File: src/design/rnp_pkg.sv
// ----------------------------------------------------------------------------
// rnp_pkg
// Types, codes and character helpers for the radix number parser.
// ----------------------------------------------------------------------------
package rnp_pkg;

  typedef struct packed {
    logic [7:0] char_code;
    logic       end_of_string;
  } in_item_t;

  typedef struct packed {
    logic signed [31:0] parsed_value;
    logic               well_formed;
  } out_item_t;

  typedef enum logic [1:0] {
    RADIX_BIN = 2'd0,
    RADIX_OCT = 2'd1,
    RADIX_DEC = 2'd2,
    RADIX_HEX = 2'd3
  } radix_mode_t;

  typedef enum logic [1:0] {
    PH_SPACE   = 2'd0,
    PH_PREFIX2 = 2'd1,
    PH_DIGITS  = 2'd2,
    PH_STOP    = 2'd3
  } parse_phase_t;

  localparam logic [7:0] CH_SPACE = 8'h20;
  localparam logic [7:0] CH_TAB   = 8'h09;
  localparam logic [7:0] CH_LF    = 8'h0A;
  localparam logic [7:0] CH_VT    = 8'h0B;
  localparam logic [7:0] CH_FF    = 8'h0C;
  localparam logic [7:0] CH_CR    = 8'h0D;
  localparam logic [7:0] CH_MINUS = 8'h2D;
  localparam logic [7:0] CH_PLUS  = 8'h2B;
  localparam logic [7:0] CH_ZERO  = 8'h30;
  localparam logic [7:0] CH_NINE  = 8'h39;
  localparam logic [7:0] CH_UA    = 8'h41;
  localparam logic [7:0] CH_UF    = 8'h46;
  localparam logic [7:0] CH_LA    = 8'h61;
  localparam logic [7:0] CH_LF_HEX = 8'h66;
  localparam logic [7:0] CH_UB    = 8'h42;
  localparam logic [7:0] CH_LB    = 8'h62;
  localparam logic [7:0] CH_UX    = 8'h58;
  localparam logic [7:0] CH_LX    = 8'h78;

  localparam logic [4:0] NO_DIGIT = 5'd16;
  localparam logic [1:0] RADIX_RESET = 2'd2;

  function automatic logic is_blank(input logic [7:0] c);
    return (c == CH_SPACE) || (c == CH_TAB) || (c == CH_LF) || (c == CH_VT) ||
           (c == CH_FF) || (c == CH_CR);
  endfunction

  function automatic logic [4:0] radix_of(input radix_mode_t mode);
    logic [4:0] r;
    unique case (mode)
      RADIX_BIN: r = 5'd2;
      RADIX_OCT: r = 5'd8;
      RADIX_DEC: r = 5'd10;
      RADIX_HEX: r = 5'd16;
      default:   r = 5'd10;
    endcase
    return r;
  endfunction

  // Digit value in the radix, NO_DIGIT when the character is not a digit.
  function automatic logic [4:0] digit_value(input logic [7:0] c, input radix_mode_t mode);
    logic [7:0] v;
    v = 8'd16;
    if (c >= CH_ZERO && c <= CH_NINE) begin
      v = c - CH_ZERO;
    end else if (c >= CH_UA && c <= CH_UF) begin
      v = c - CH_UA + 8'd10;
    end else if (c >= CH_LA && c <= CH_LF_HEX) begin
      v = c - CH_LA + 8'd10;
    end
    return (v[4:0] < radix_of(mode)) ? v[4:0] : NO_DIGIT;
  endfunction

endpackage

File: src/design/radix_number_parser.sv
// ----------------------------------------------------------------------------
// radix_number_parser
// The result of an accepted terminator appears on out_data in the next cycle.
// Throughput: one character per cycle while in_stall is low; the parse state
// and the result register are updated in the cycle the character is accepted.
// Reset: synchronous, active low; radix returns to decimal, parse state clears.
// Streams characters, skips blanks, checks prefix or sign, accumulates digits.
// ----------------------------------------------------------------------------
module radix_number_parser (
  input  logic              clk,
  input  logic              rst_n,
  input  logic              in_valid,
  output logic              in_stall,
  input  rnp_pkg::in_item_t in_data,
  output logic              out_valid,
  input  logic              out_stall,
  output rnp_pkg::out_item_t out_data,
  input  logic              cfg_valid,
  output logic              cfg_ready,
  input  logic [1:0]        cfg_data
);
  import rnp_pkg::*;

  radix_mode_t  radix_r;
  parse_phase_t phase_r, phase_nxt;
  logic [31:0]  acc_r, acc_nxt;
  logic         neg_r, neg_nxt;
  logic         seen_r, seen_nxt;
  logic         fail_r, fail_nxt;
  logic         out_valid_r, out_valid_nxt;
  out_item_t    out_data_r, out_data_nxt;

  logic         in_xfer;
  logic [7:0]   c;
  logic [4:0]   dval;
  logic [31:0]  acc_scaled;
  logic         failed;

  assign cfg_ready = 1'b1;
  assign in_stall  = out_valid_r && out_stall;
  assign in_xfer   = in_valid && !in_stall;
  assign out_valid = out_valid_r;
  assign out_data  = out_data_r;
  assign c         = in_data.char_code;
  assign dval      = digit_value(c, radix_r);

  always_comb begin
    unique case (radix_r)
      RADIX_BIN: acc_scaled = {acc_r[30:0], 1'b0};
      RADIX_OCT: acc_scaled = {acc_r[28:0], 3'b000};
      RADIX_DEC: acc_scaled = {acc_r[28:0], 3'b000} + {acc_r[30:0], 1'b0};
      RADIX_HEX: acc_scaled = {acc_r[27:0], 4'b0000};
      default:   acc_scaled = acc_r;
    endcase
  end

  assign failed = fail_r || (phase_r == PH_PREFIX2) ||
                  ((phase_r == PH_SPACE) && (radix_r != RADIX_DEC));

  always_comb begin
    phase_nxt     = phase_r;
    acc_nxt       = acc_r;
    neg_nxt       = neg_r;
    seen_nxt      = seen_r;
    fail_nxt      = fail_r;
    out_valid_nxt = out_valid_r && out_stall;
    out_data_nxt  = out_data_r;
    if (in_xfer) begin
      if (in_data.end_of_string) begin
        out_valid_nxt             = 1'b1;
        out_data_nxt.parsed_value = failed ? 32'sd0 :
                                    (neg_r ? $signed(32'd0 - acc_r) : $signed(acc_r));
        out_data_nxt.well_formed  = !failed && seen_r && (phase_r == PH_DIGITS);
        phase_nxt = PH_SPACE;
        acc_nxt   = '0;
        neg_nxt   = 1'b0;
        seen_nxt  = 1'b0;
        fail_nxt  = 1'b0;
      end else begin
        unique case (phase_r)
          PH_SPACE: begin
            if (!is_blank(c)) begin
              if (radix_r == RADIX_DEC) begin
                if (c == CH_MINUS || c == CH_PLUS) begin
                  neg_nxt   = (c == CH_MINUS);
                  phase_nxt = PH_DIGITS;
                end else if (dval != NO_DIGIT) begin
                  acc_nxt   = acc_scaled + {27'd0, dval};
                  seen_nxt  = 1'b1;
                  phase_nxt = PH_DIGITS;
                end else begin
                  phase_nxt = PH_STOP;
                end
              end else if (c != CH_ZERO) begin
                fail_nxt  = 1'b1;
                phase_nxt = PH_STOP;
              end else begin
                phase_nxt = (radix_r == RADIX_OCT) ? PH_DIGITS : PH_PREFIX2;
              end
            end
          end
          PH_PREFIX2: begin
            if ((radix_r == RADIX_BIN && (c == CH_LB || c == CH_UB)) ||
                (radix_r == RADIX_HEX && (c == CH_LX || c == CH_UX))) begin
              phase_nxt = PH_DIGITS;
            end else begin
              fail_nxt  = 1'b1;
              phase_nxt = PH_STOP;
            end
          end
          PH_DIGITS: begin
            if (dval != NO_DIGIT) begin
              acc_nxt  = acc_scaled + {27'd0, dval};
              seen_nxt = 1'b1;
            end else begin
              phase_nxt = PH_STOP;
            end
          end
          PH_STOP: begin
            phase_nxt = PH_STOP;
          end
          default: begin
            phase_nxt = PH_STOP;
          end
        endcase
      end
    end
  end

  always_ff @(posedge clk) begin
    if (!rst_n) begin
      radix_r     <= radix_mode_t'(RADIX_RESET);
      phase_r     <= PH_SPACE;
      acc_r       <= '0;
      neg_r       <= 1'b0;
      seen_r      <= 1'b0;
      fail_r      <= 1'b0;
      out_valid_r <= 1'b0;
    end else begin
      if (cfg_valid && cfg_ready) begin
        radix_r <= radix_mode_t'(cfg_data);
      end
      phase_r     <= phase_nxt;
      acc_r       <= acc_nxt;
      neg_r       <= neg_nxt;
      seen_r      <= seen_nxt;
      fail_r      <= fail_nxt;
      out_valid_r <= out_valid_nxt;
    end
  end

  always_ff @(posedge clk) begin
    out_data_r <= out_data_nxt;
  end

endmodule
File: config.mk
export PLATFORM = sky130hd
export DESIGN_NAME = radix_number_parser
export DESIGN_NICKNAME = d
export VERILOG_FILES = /design/src/design/rnp_pkg.sv /design/src/design/radix_number_parser.sv
export SDC_FILE = /design/constraint.sdc
export NUM_CORES = 1
export LEC_CHECK = 0
export BUFFER_PORTS_ARGS = -buffer_cell sky130_fd_sc_hd__clkbuf_2
export CAP_MARGIN = 30
export CORE_UTILIZATION = 61
export DETAILED_ROUTE_END_ITERATION = 12
export PLACE_DENSITY = 0.83
export REMOVE_ABC_BUFFERS = 1
export SETUP_SLACK_MARGIN = 0.2
export SLEW_MARGIN = 20
export SYNTH_ARGS = -nofsm -noshare
export SYNTH_HDL_FRONTEND = slang
export SYNTH_SLANG_ARGS = --single-unit
File: constraint.sdc
create_clock -name clk -period 7.07 [get_ports clk]
set_input_delay 0.3535 -clock clk [delete_from_list [all_inputs] [get_ports clk]]
set_output_delay 0.3535 -clock clk [all_outputs]
set_load 0.1 [all_outputs]
==> results_dict.tcl <==
set metrics [dict create \
    post_cts_resized 0 \
    grt_use_total_pct 29.48 \
    area_delta_synth_final_pct 7.747 \
    critPathMaxFanout 54 \
    cp-startpoint "radix_r[0]" \
    ys_warn_count 0 \
    synth_area_per_cell_um2 8.075 \
    antenna_left 0 \
    drc 0 \
    postSynth.asyncResetShare_pct 0 \
    io_pins 52 \
    start_util_pct 62.82 \
    synth_edf_count 33 \
    coreArea_um2 11470 \
    synth_top_cell_by_area "edfxtp_1" \
    r2r-start "radix_r[0]" \
    synth-main-ff-cell "dfxtp_1" \
    seqPwrFrac_pct 40.3 \
    cts.sinks 73 \
    worstSetupStartpointType "register" \
    ys_types 90 \
    routed_wl_mm 17.65 \
    synth.ff_latch_count 73 \
    layout_common_cells "nand2_1 (90), nor2_1 (84), a21oi_1 (54)" \
    multi_input_area_um2 5051 \
    hold_path.class "in2reg" \
    drt-pass1-iter-count 5 \
    period_needed_ns 4.896 \
    cts-root-buf "clkbuf_16" \
    fin_util_pct 67.68 \
    dp_hpwl_mm 12.88 \
    switchingPower_mw 0.3398 \
    antenna_found_initial 0 \
    setup_viol 0 \
    avgRoutedWirePerCell_um 16.76 \
    power_density_nw_per_um2 145.5 \
    final.setup_skew_ns 0.008929 \
    path_cells "inv_1 > ha_2 > buf_4 > inv_1 > a22oi_1 > a31oi_1 > nor3_1 > ha_1 > fa_1 > a21o_1 > a21oi_1 > nand3b_1 > and4b_1 > nand4bb_1 > nor3_4 > nand4b_4 > nor4_2 > xor2_1 > o21ai_1" \
    synth_top_area_share_pct 13.76 \
    port-buffer-count 50 \
    status "completed" \
    grt_pass1_vias 6143 \
    vias 6813 \
    cp.arrival_ns 5.12 \
    power_leakage_nw 3.114 \
    fin_tns_setup_ns 0 \
    crit_path_frequent_cell "inv_1" \
    num_rows 39 \
    rsz0062_at_grt "false" \
    slew_violations 0 \
    cts_buffers 9 \
    final_common_cell "nand2_1" \
    cts_hold_buffers 0 \
    required_ns 7.29 \
    crit_type "reg2reg" \
    synth_area_leaders "edfxtp_1 (14%), dfxtp_1 (11%), ha_1 (7.6%)" \
    slowest_stage "buf_4" \
    postSynthCellCount 892 \
    drt_iter0_drc 623 \
    cts_tree "yes" \
    pwr-share-clk_pct 40.5 \
    layout-drive-gt1-share_pct 12.86 \
    diodes 0 \
    synth_area_um2 7203 \
    h-tree-depth 3 \
    maxCapViolCount 0 \
    grt_pass1_wl_mm 29.80 \
    ys_seq_area_share_pct 24.87 \
    fin_crit_sh_pct 69.26 \
    slew_headroom_pct 38.43 \
    via_per_inst 6.470 \
    nets 967 \
    hold_start "cfg_data[1]" \
    critPathMaxStageDelay_ns 0.47 \
    clk_latency_ns 0.35 \
    p_comb_share_pct 19.1 \
    postCtsSetupBuffers 0 \
    gp_congestion 0.9417 \
    tightest_slew_ns 0.9003 \
    die_h_um 110.7 \
    die_area_um2 12250 \
    ir_drop_mv 0.2275 \
    finalHoldViolCount 0 \
    cp-end-kind "register" \
    fillers 974 \
    grt.overflow.total 0 \
    grt_max_degree 55 \
    intPower_mw 0.7893 \
    clk_pin_slew_ns 0.06 \
    regArea_um2 1792 \
    clk_path_buf_depth 2 \
    fp.dieW_um 110.7 \
    switching_share_pct 30.10 \
    fmax_mhz 204.2 \
]
-- final timing paths --
path                            slack (ns)          to  cells past startpoint
worst min register to register        0.48      seen_r                      2
worst min-delay path                  0.22  radix_r[1]                      3
worst max register to register        2.17   acc_r[31]                     19
worst max-delay path                  2.17   acc_r[31]                     19
-- flip-flops by register name (all words and copies together), names as in the netlist --
name,flops
acc_r,32
fail_r,1
neg_r,1
out_data,33
out_valid,1
phase_r,2
radix_r,2
seen_r,1
-- through the flow --
step	std cells	setup WS [ns]	instance area (µm²)	total power, mW	hold slack, ns
finish	1053	2.174	7761	1.129	0.2245
global route	1053	1.768	7761	1.167	0.2518
CTS	1053	2.267	7761	1.127	0.2261
detailed placement	1037	2.095	7471	0.6758	0.4510
global placement	1035	2.269	7441	0.6698	0.4499
floorplan	835	2.303	6957	0.6242	0.4320
-- cells in the mapped netlist (4+ instances only) --
library cell   n
a211oi_1       5
a21boi_0       4
a21o_1        12
a21oi_1       54
a221o_1       15
a221oi_1      10
a221oi_2       4
a22oi_1       22
a31oi_1        8
and2_1         5
and3_1         4
buf_1          5
buf_2         17
clkbuf_1      32
dfxtp_1       40
edfxtp_1      33
ha_1          44
inv_1         30
mux2i_1        9
nand2_1       90
nand2b_1      18
nand3_1       15
nand3b_1       8
nand4_1       13
nor2_1        84
nor2b_1       26
nor3_1        18
nor4_1         8
nor4_2         6
o211ai_1       4
o21a_1         6
o21ai_0       49
o21ai_1       18
o2bb2ai_1      4
o31ai_1       12
o41ai_1        7
or3_1         12
or4_1          4
xnor2_1       37
xor2_1        31
-- power by group through the flow --
stage	Clock (mW)	Combinational (mW)	Sequential, mW
floorplan	0	0.112	0.512
global placement	0	0.206	0.464
detailed placement	0	0.212	0.464
CTS	0.458	0.213	0.455
global route	0.478	0.233	0.456
finish	0.458	0.216	0.455
-- worst max-delay path: cells and delay by family (launching register included) --
kind | cells | cell delay (ns)
AO/OA/AOI/OAI | 5 | 0.71
XOR/XNOR | 1 | 0.18
adder cells (fa/ha/maj) | 3 | 0.60
buffers and inverters | 3 | 0.99
flip-flops | 1 | 0.37
AND/OR/NAND/NOR | 7 | 1.88
-- kinds of logic (layout without fill, tap and decap cells) --
group / count (synthesis) / count (layout) / synth area share (%)
fa+ha+maj: 46 / 46 / 8.199
compound gates: 275 / 275 / 27.95
xor+xnor: 69 / 69 / 8.494
other cells: 1 / 1 / 0.05206
simple gates: 330 / 330 / 23.99
buf+inv: 88 / 106 / 5.037
flops: 73 / 73 / 24.87
mux: 10 / 10 / 1.407
-- per-layer routing --
| layer | wire [µm] | global-route usage (%) | up-vias |
|---|---|---|---|
| li1 | - | - | 3339 |
| met1 | 8327 | 43.68 | 3193 |
| met2 | 7657 | 44.39 | 261 |
| met3 | 1415 | 3.390 | 20 |
| met4 | 252 | 9.689 | 0 |
| met5 | 0 | 0 | - |
-- layout make-up --
cell class | instances | area share (%)
Clock buffer | 13 | 3.224
Clock inverter | 3 | 0.5159
Inverter | 31 | 1.499
Multi-Input combinational cell | 731 | 65.08
Sequential cell | 73 | 23.09
Tap cell | 143 | 2.305
Timing Repair Buffer | 59 | 4.288
No activity file was read; power rests on OpenSTA's default activity.
